## src/rtl/vmoad_pkg.sv

```systemverilog
// ----------------------------------------------------------------------------
// VEX address decode package
// Item types, decoded operation type and opcode constants.
// ----------------------------------------------------------------------------
`timescale 1ns / 1ps

package vmoad_pkg;

  localparam int unsigned GPR_COUNT = 16;
  localparam int unsigned GPR_WIDTH = 64;

  localparam logic CMD_WRITE  = 1'b0;
  localparam logic CMD_DECODE = 1'b1;

  localparam logic [7:0] VEX2_PREFIX = 8'hC5;
  localparam logic [7:0] VEX3_PREFIX = 8'hC4;
  localparam logic [7:0] OPCODE_ADD  = 8'h58;

  localparam logic [1:0] MOD_NODISP = 2'd0;
  localparam logic [1:0] MOD_DISP8  = 2'd1;
  localparam logic [1:0] MOD_DISP32 = 2'd2;
  localparam logic [1:0] MOD_REG    = 2'd3;

  localparam logic [2:0] RM_SIB    = 3'd4;
  localparam logic [2:0] RM_DISP32 = 3'd5;
  localparam logic [3:0] IDX_NONE  = 4'd4;

  typedef struct packed {
    logic        cmd;
    logic [3:0]  reg_number;
    logic [63:0] reg_value;
    logic [63:0] insn_bytes_low;
    logic [15:0] insn_bytes_high;
  } in_item_t;

  typedef struct packed {
    logic        decoded_ok;
    logic [3:0]  insn_length;
    logic [63:0] fault_address;
  } out_item_t;

  // value holds the write data or the sign-extended displacement
  typedef struct packed {
    logic        is_write;
    logic        ok;
    logic [3:0]  len;
    logic        base_en;
    logic [3:0]  base_sel;
    logic        idx_en;
    logic [3:0]  idx_sel;
    logic [1:0]  scale;
    logic [63:0] value;
  } op_t;

endpackage

```

## src/rtl/vmoad_ram.sv

```systemverilog
// ----------------------------------------------------------------------------
// Generic RAM
// One write port, one read port with registered read data.
// ----------------------------------------------------------------------------
`timescale 1ns / 1ps

module vmoad_ram #(
  parameter int unsigned WIDTH = 64,
  parameter int unsigned DEPTH = 16
) (
  input  logic                     clk,
  input  logic                     we,
  input  logic [$clog2(DEPTH)-1:0] waddr,
  input  logic [WIDTH-1:0]         wdata,
  input  logic                     re,
  input  logic [$clog2(DEPTH)-1:0] raddr,
  output logic [WIDTH-1:0]         rdata
);

  logic [WIDTH-1:0] mem [DEPTH];

  always_ff @(posedge clk) begin
    if (we) begin
      mem[waddr] <= wdata;
    end
    if (re) begin
      rdata <= mem[raddr];
    end
  end

endmodule

```

## src/rtl/vmoad_front.sv

```systemverilog
// ----------------------------------------------------------------------------
// VEX address decode front end
// Accepts items, parses prefix, ModRM, SIB and displacement into an op.
// ----------------------------------------------------------------------------
`timescale 1ns / 1ps

module vmoad_front (
  input  logic                req_valid,
  output logic                req_stall,
  input  vmoad_pkg::in_item_t req,
  input  logic                q_full,
  output logic                push,
  output vmoad_pkg::op_t      op
);

  logic [7:0]  b [10];
  logic [7:0]  rel [6];
  logic        vex2, vex3, opc_ok, rx, rb, is_write;
  logic [7:0]  modrm, sib, d8;
  logic [31:0] d32;
  logic [1:0]  mode;
  logic [2:0]  rm_lo;
  logic        has_sib, no_base, fail;
  logic [3:0]  idx, base;
  logic [2:0]  disp_len;
  logic [63:0] disp;

  assign req_stall = q_full;
  assign push      = req_valid && !q_full;

  always_comb begin
    for (int k = 0; k < 8; k++) begin
      b[k] = req.insn_bytes_low[8*k +: 8];
    end
    b[8] = req.insn_bytes_high[7:0];
    b[9] = req.insn_bytes_high[15:8];

    vex2 = (b[0] == vmoad_pkg::VEX2_PREFIX);
    vex3 = (b[0] == vmoad_pkg::VEX3_PREFIX);
    for (int k = 0; k < 6; k++) begin
      rel[k] = vex3 ? b[k+4] : b[k+3];
    end
    opc_ok = vex3 ? (b[3] == vmoad_pkg::OPCODE_ADD) : (b[2] == vmoad_pkg::OPCODE_ADD);
    rx     = vex3 & ~b[1][6];
    rb     = vex3 & ~b[1][5];

    modrm   = rel[0];
    sib     = rel[1];
    mode    = modrm[7:6];
    rm_lo   = modrm[2:0];
    has_sib = (rm_lo == vmoad_pkg::RM_SIB);
    idx     = {rx, sib[5:3]};
    base    = has_sib ? {rb, sib[2:0]} : {rb, rm_lo};
    no_base = has_sib && (mode == vmoad_pkg::MOD_NODISP) &&
              (sib[2:0] == vmoad_pkg::RM_DISP32);

    fail = !(vex2 || vex3) || !opc_ok || (mode == vmoad_pkg::MOD_REG) ||
           ((mode == vmoad_pkg::MOD_NODISP) && (rm_lo == vmoad_pkg::RM_DISP32)) ||
           (no_base && (idx == vmoad_pkg::IDX_NONE));

    if (mode == vmoad_pkg::MOD_DISP8) begin
      disp_len = 3'd1;
    end else if ((mode == vmoad_pkg::MOD_DISP32) || no_base) begin
      disp_len = 3'd4;
    end else begin
      disp_len = 3'd0;
    end

    d8  = has_sib ? rel[2] : rel[1];
    d32 = has_sib ? {rel[5], rel[4], rel[3], rel[2]} : {rel[4], rel[3], rel[2], rel[1]};
    case (disp_len)
      3'd1:    disp = {{56{d8[7]}}, d8};
      3'd4:    disp = {{32{d32[31]}}, d32};
      default: disp = '0;
    endcase

    is_write = (req.cmd == vmoad_pkg::CMD_WRITE);

    op          = '0;
    op.is_write = is_write;
    if (is_write) begin
      op.base_sel = req.reg_number;
      op.value    = req.reg_value;
    end else if (!fail) begin
      op.ok       = 1'b1;
      op.len      = (vex3 ? 4'd5 : 4'd4) + {3'b0, has_sib} + {1'b0, disp_len};
      op.base_en  = !no_base;
      op.base_sel = base;
      op.idx_en   = has_sib && (idx != vmoad_pkg::IDX_NONE);
      op.idx_sel  = idx;
      op.scale    = has_sib ? sib[7:6] : 2'd0;
      op.value    = disp;
    end
  end

endmodule

```

## src/rtl/vmoad_queue.sv

```systemverilog
// ----------------------------------------------------------------------------
// VEX address decode op queue
// Short FIFO between the front end and the execute side.
// ----------------------------------------------------------------------------
`timescale 1ns / 1ps

module vmoad_queue #(
  parameter int unsigned DEPTH = 2
) (
  input  logic           clk,
  input  logic           rst,
  input  logic           push,
  input  vmoad_pkg::op_t push_op,
  output logic           full,
  output logic           head_valid,
  input  logic           pop,
  output vmoad_pkg::op_t head_op
);

  localparam int unsigned PW = $clog2(DEPTH);
  localparam int unsigned CW = $clog2(DEPTH + 1);

  vmoad_pkg::op_t mem [DEPTH];
  logic [PW-1:0]  wr_ptr, rd_ptr;
  logic [CW-1:0]  count;

  assign full       = (count == CW'(DEPTH));
  assign head_valid = (count != '0);
  assign head_op    = mem[rd_ptr];

  always_ff @(posedge clk) begin
    if (rst) begin
      wr_ptr <= '0;
      rd_ptr <= '0;
      count  <= '0;
    end else begin
      if (push) begin
        wr_ptr <= (wr_ptr == PW'(DEPTH - 1)) ? '0 : wr_ptr + 1'b1;
      end
      if (pop) begin
        rd_ptr <= (rd_ptr == PW'(DEPTH - 1)) ? '0 : rd_ptr + 1'b1;
      end
      if (push && !pop) begin
        count <= count + 1'b1;
      end else if (pop && !push) begin
        count <= count - 1'b1;
      end
    end
  end

  always_ff @(posedge clk) begin
    if (push) begin
      mem[wr_ptr] <= push_op;
    end
  end

endmodule

```

## src/rtl/vmoad_back.sv

```systemverilog
// ----------------------------------------------------------------------------
// VEX address decode back end
// Holds the register file, reads operands and forms the effective address.
// ----------------------------------------------------------------------------
`timescale 1ns / 1ps

module vmoad_back (
  input  logic                 clk,
  input  logic                 rst,
  input  logic                 q_valid,
  input  vmoad_pkg::op_t       q_op,
  output logic                 pop,
  output logic                 rsp_valid,
  input  logic                 rsp_stall,
  output vmoad_pkg::out_item_t rsp
);

  localparam int unsigned AW = $clog2(vmoad_pkg::GPR_COUNT);

  logic [vmoad_pkg::GPR_COUNT-1:0] gpr_vld;
  logic                            s1_valid, s1_bvld, s1_ivld;
  vmoad_pkg::op_t                  s1_op;
  logic [vmoad_pkg::GPR_WIDTH-1:0] base_data, idx_data, base_term, idx_term, addr;
  logic                            out_ready, s1_take, wr_en;

  assign out_ready = !rsp_valid || !rsp_stall;
  assign s1_take   = !s1_valid || out_ready;
  assign pop       = q_valid && s1_take;
  assign wr_en     = pop && q_op.is_write;

  vmoad_ram #(.WIDTH(vmoad_pkg::GPR_WIDTH), .DEPTH(vmoad_pkg::GPR_COUNT)) u_base_ram (
    .clk   (clk),
    .we    (wr_en),
    .waddr (q_op.base_sel[AW-1:0]),
    .wdata (q_op.value),
    .re    (pop),
    .raddr (q_op.base_sel[AW-1:0]),
    .rdata (base_data)
  );

  vmoad_ram #(.WIDTH(vmoad_pkg::GPR_WIDTH), .DEPTH(vmoad_pkg::GPR_COUNT)) u_idx_ram (
    .clk   (clk),
    .we    (wr_en),
    .waddr (q_op.base_sel[AW-1:0]),
    .wdata (q_op.value),
    .re    (pop),
    .raddr (q_op.idx_sel[AW-1:0]),
    .rdata (idx_data)
  );

  always_comb begin
    base_term = (s1_op.base_en && s1_bvld) ? base_data : '0;
    idx_term  = (s1_op.idx_en && s1_ivld) ? (idx_data << s1_op.scale) : '0;
    addr      = base_term + idx_term + s1_op.value;
  end

  always_ff @(posedge clk) begin
    if (rst) begin
      gpr_vld   <= '0;
      s1_valid  <= 1'b0;
      rsp_valid <= 1'b0;
    end else begin
      if (wr_en) begin
        gpr_vld[q_op.base_sel[AW-1:0]] <= 1'b1;
      end
      if (s1_take) begin
        s1_valid <= q_valid;
      end
      if (out_ready) begin
        rsp_valid <= s1_valid;
      end
    end
  end

  always_ff @(posedge clk) begin
    if (pop) begin
      s1_op   <= q_op;
      s1_bvld <= gpr_vld[q_op.base_sel[AW-1:0]];
      s1_ivld <= gpr_vld[q_op.idx_sel[AW-1:0]];
    end
    if (s1_valid && out_ready) begin
      rsp.decoded_ok    <= s1_op.ok;
      rsp.insn_length   <= s1_op.len;
      rsp.fault_address <= s1_op.is_write ? '0 : addr;
    end
  end

endmodule

```

## src/rtl/vex_memory_operand_address_decode.sv

```systemverilog
// ----------------------------------------------------------------------------
// VEX memory operand address decode
// Register writes and VEX ModRM/SIB effective address decode.
//
//   channel  dir  handshake             item
//   req      in   req_valid/req_stall   cmd, reg_number, reg_value, insn bytes
//   rsp      out  rsp_valid/rsp_stall   decoded_ok, insn_length, fault_address
//
// One item per cycle sustained while rsp_stall is low; a result passes the
// queue slot, the register file read stage and the output register in turn.
// Reset clears the register file valid bits, so every register reads as zero.
// A stalled rsp fills the output and read stages, then the QUEUE_DEPTH-entry
// queue, and only then raises req_stall.
// ----------------------------------------------------------------------------
`timescale 1ns / 1ps

module vex_memory_operand_address_decode #(
  parameter int unsigned QUEUE_DEPTH = 2
) (
  input  logic                 clk,
  input  logic                 rst,
  input  logic                 req_valid,
  output logic                 req_stall,
  input  vmoad_pkg::in_item_t  req,
  output logic                 rsp_valid,
  input  logic                 rsp_stall,
  output vmoad_pkg::out_item_t rsp
);

  vmoad_pkg::op_t front_op, head_op;
  logic           push, q_full, q_valid, pop;

  vmoad_front u_front (
    .req_valid (req_valid),
    .req_stall (req_stall),
    .req       (req),
    .q_full    (q_full),
    .push      (push),
    .op        (front_op)
  );

  vmoad_queue #(.DEPTH(QUEUE_DEPTH)) u_queue (
    .clk        (clk),
    .rst        (rst),
    .push       (push),
    .push_op    (front_op),
    .full       (q_full),
    .head_valid (q_valid),
    .pop        (pop),
    .head_op    (head_op)
  );

  vmoad_back u_back (
    .clk       (clk),
    .rst       (rst),
    .q_valid   (q_valid),
    .q_op      (head_op),
    .pop       (pop),
    .rsp_valid (rsp_valid),
    .rsp_stall (rsp_stall),
    .rsp       (rsp)
  );

endmodule

```

## config.mk

```make
export PLATFORM = sky130hd
export DESIGN_NAME = vex_memory_operand_address_decode
export DESIGN_NICKNAME = d
export VERILOG_FILES = /design/src/rtl/vmoad_pkg.sv /design/src/rtl/vmoad_ram.sv /design/src/rtl/vmoad_front.sv /design/src/rtl/vmoad_queue.sv /design/src/rtl/vmoad_back.sv /design/src/rtl/vex_memory_operand_address_decode.sv
export SDC_FILE = /design/constraint.sdc
export NUM_CORES = 2
export LEC_CHECK = 0
export BUFFER_PORTS_ARGS = -buffer_cell sky130_fd_sc_hd__buf_4
export CORE_UTILIZATION = 50
export CTS_BUF_LIST = sky130_fd_sc_hd__clkbuf_4 sky130_fd_sc_hd__clkbuf_8
export DETAILED_ROUTE_END_ITERATION = 12
export GPL_ROUTABILITY_DRIVEN = 0
export PLACE_DENSITY = 0.63
export SYNTH_ARGS = -nofsm -noshare
export SYNTH_HDL_FRONTEND = slang
export SYNTH_SLANG_ARGS = --single-unit
```

## constraint.sdc

```tcl
create_clock -name clk -period 56.5 [get_ports clk]
set_clock_uncertainty 0.1 [all_clocks]
set_input_delay 8.475 -clock clk [delete_from_list [all_inputs] [get_ports clk]]
set_output_delay 8.475 -clock clk [all_outputs]
set_load 0.02 [all_outputs]
```

==> flow_summary.yaml <==
logic_synthesis:
  synthFlopType: "edfxtp_1"
  syn-instance-count: 4518
  synth_edf_count: 1461
  ys_seq_area_share_pct: 62.07
  synthesis.area_mm2: 0.07143
  ys_warn_count: 0
  syn_area_per_cell_um2: 15.81
  synth_commonest_cells: "edfxtp_1 (1,461), nand2_1 (558), mux4_2 (520)"
  synth_area_leader_cell: "edfxtp_1"
  synth_nets: 4799
  yosysTopAreaCellShare_pct: 61.42
  synth.area.top_cells: "edfxtp_1 (61%), mux4_2 (16%), nand2_1 (2.9%)"
  async_flop_share_pct: 0
  synth_most_common_cell: "edfxtp_1"
  yosysUniqueCellTypes: 83
  yosys_register_bits: 1484
drt:
  met1_length_um: 78350
  drt_iter0_markers: 5017
  drc: 0
  postRouteWirelength_um: 195500
  dr_total_vias: 43691
  drt.antenna.violating_nets: 0
  avgViaCountPerCell: 6.388
  first_pass_iters: 6
  wl_met3_um: 20240
  wl_met2_um: 91380
  highest_layer: "met4"
  wl_per_cell_um: 28.58
global_routing:
  grt_pass1_wl_um: 285700
  grt_overflow_total: 0
  grt_util_all_layers_pct: 27.00
  grt_pass1_vias: 43979
  grt_antenna_before_repair: 5
  grt_start_max_net_pins: 159
setup_path:
  crit_type: "input port to flop"
  crit_top_cell: "buf_4"
  worstPathArrival_ns: 12.31
  crit_slowest_cell: "buf_4"
  timing.rr.start: "u_back.s1_op[64]"
  reg2reg_to: "u_back.rsp[63]"
  slowest_delay_ns: 0.55
  startpoint_type: "input port"
  cp-startpoint: "req[17]"
  crit_required_ns: 57.03
  worstPathCellList: "buf_4 > or3b_4 > nor3_4 > buf_4 > and2_1 > buf_4 > a21oi_2 > inv_2 > and4_4 > a21o_1 > o21bai_2 > buf_4 > o21bai_4 > buf_4 > o21ai_0"
  rrSetupSlack_ns: 49.04
  worst_setup_path_end_kind: "flop"
  cp_max_fo: 33
  rr_worst_depth: 15
worst_hold_path:
  min_from: "u_back.s1_op[79]"
  hold_path_class: "flop to flop"
  hold_depth: 0
  hold_end: "u_back.rsp[67]"
floorplan:
  die_y_um: 380.0
  start_util_pct: 50.45
  design.core.area_mm2: 0.1416
  dieArea_mm2: 0.1444
  io_pins: 224
  num_rows: 138
  die_x_um: 380.0
clocking:
  ctsLongestPathBuffers: 3
  numClockSinks: 1484
  cts_setup_buffers: 0
  ctsHoldBuffers: 0
  cts.repair.resized: 0
  cts_tree: "done"
  clkTransAtPathRegs_ns: 0.06
  h-tree-depth: 4
  cts_buffers: 237
  insertion_delay_ns: 0.99
  cts-root-buf: "clkbuf_8"
timing:
  final.period_utilization_pct: 20.85
  slew_headroom_pct: 13.56
  fin_setup_tns_ns: 0
  fin_hold_ws_ns: 0.3344
  hold_viol: 0
  worst_pin_slew_ns: 1.288
  rsz0062_at_grt: "false"
  finalSetupViolCount: 0
  finalCriticalPeriod_ns: 11.78
  max_freq_mhz: 84.90
  slew_viol_final: 0
pwr:
  p_per_area_mw_per_mm2: 54.78
  ir_drop_mv: 0.04041
  cellLeakagePower_nw: 27.68
job:
  drv_cap: 0
status:
  outcome: "finished, final reports clean"
placement:
  dp_hpwl_um: 115900
  io_buffers: 217
finish:
  final_nets: 5032
  drive_gt1_share_pct: 27.39
  areaGrowthSynthToFinish_pct: 11.86
[area by class of cell]
class / instances / area, µm²
diodes: 3 / 7.507
repair buffers: 296 / 2310
inverters: 230 / 863.3
flip-flops and latches: 1484 / 44340
clock buffers: 323 / 3945
fillers: 11159 / 61690
well taps: 1890 / 2365
clock inverters: 112 / 827.0
multi-input cells: 2502 / 25240
[worst max path at each step]
stage,slack (ns),endpoint
2_1_floorplan,30.32,u_back.u_idx_ram.mem[14][0]
3_3_place_gp,43.86,u_queue.mem[0][32]
3_5_place_dp,43.78,u_queue.mem[0][31]
4_1_cts,44.83,u_queue.mem[0][31]
5_1_grt,44.51,u_queue.mem[0][31]
6_report,44.72,u_queue.mem[0][31]
[kinds of logic (layout without fill, tap and decap cells)]
family / Yosys count / in the layout / synth area share [%]
and+or+nand+nor: 979 / 979 / 6.121
AOI/OAI and AO/OA: 654 / 654 / 6.357
xor gates and xnor gates: 58 / 58 / 0.7112
buffers and inverters: 532 / 961 / 2.985
other: 0 / 3 / 0
adders and majority gates: 128 / 128 / 2.925
DFF: 1484 / 1484 / 62.07
muxes: 683 / 683 / 18.83
[cells in the final DEF, fill, tap and decap left out, types with 24 or more instances in the layout]
| master | n |
|---|---|
| clkinv_1 | 65 |
| and3_1 | 83 |
| nand2_1 | 558 |
| mux2_2 | 79 |
| buf_4 | 289 |
| a21o_1 | 28 |
| mux4_2 | 520 |
| and2_1 | 72 |
| a211oi_1 | 73 |
| a21oi_1 | 111 |
| o2bb2ai_1 | 33 |
| o21ai_0 | 56 |
| ha_1 | 63 |
| nor3_1 | 25 |
| nand4_1 | 25 |
| mux2i_1 | 72 |
| xnor2_1 | 36 |
| inv_1 | 228 |
| a31oi_1 | 142 |
| nor2_1 | 130 |
| a22oi_1 | 26 |
| clkbuf_8 | 243 |
| fa_1 | 65 |
| edfxtp_1 | 1461 |
| o22a_1 | 59 |
| clkbuf_4 | 80 |
| clkinv_2 | 24 |
[per-stage QoR]
| stage | total power, W | worst slack (ns) | util, % | instances | instance area (µm²) |
|---|---|---|---|---|---|
| global placement | 0.003441 | 43.86 | 53.06 | 6402 | 75120 |
| CTS | 0.004382 | 44.83 | 56.43 | 6837 | 79890 |
| finish | 0.004377 | 44.72 | 56.43 | 6840 | 79900 |
| detailed placement | 0.003459 | 43.78 | 53.06 | 6402 | 75120 |
| global route | 0.004605 | 44.51 | 56.43 | 6839 | 79900 |
| floorplan | 0.002903 | 30.32 | - | 4518 | 71430 |
[critical path: cells and delay by family]
kind,cells,cell delay (ns)
AOI/OAI and AO/OA,5,1.11
and+or+nand+nor,4,0.91
buffers and inverters,6,1.75
[per-layer routing]
metal,GRT usage (%),vias up
li1,-,18334
met5,0,-
met2,42.24,2477
met3,6.408,337
met4,8.811,0
met1,37.52,22543
[report_power, final]
part	switching (W)	internal (W)
registers	0.0000753	0.00152
logic	0.00117	0.000693
clock network	0.000425	0.000498
[state kept, by name, summed over array words and instances, names as in the netlist, named ones only]
signal	flops
u_back.u_base_ram.rdata	64
u_back.rsp	69
u_back.s1_op	74
u_queue.rd_ptr	1
u_back.u_idx_ram.mem	1024
u_back.s1_valid	1
u_queue.wr_ptr	1
u_queue.count	2
u_back.u_idx_ram.rdata	64
u_back.rsp_valid	1
u_back.gpr_vld	16
u_back.s1_ivld	1
u_queue.mem	164
u_back.s1_bvld	1
Power figures use the tool's default switching activity.
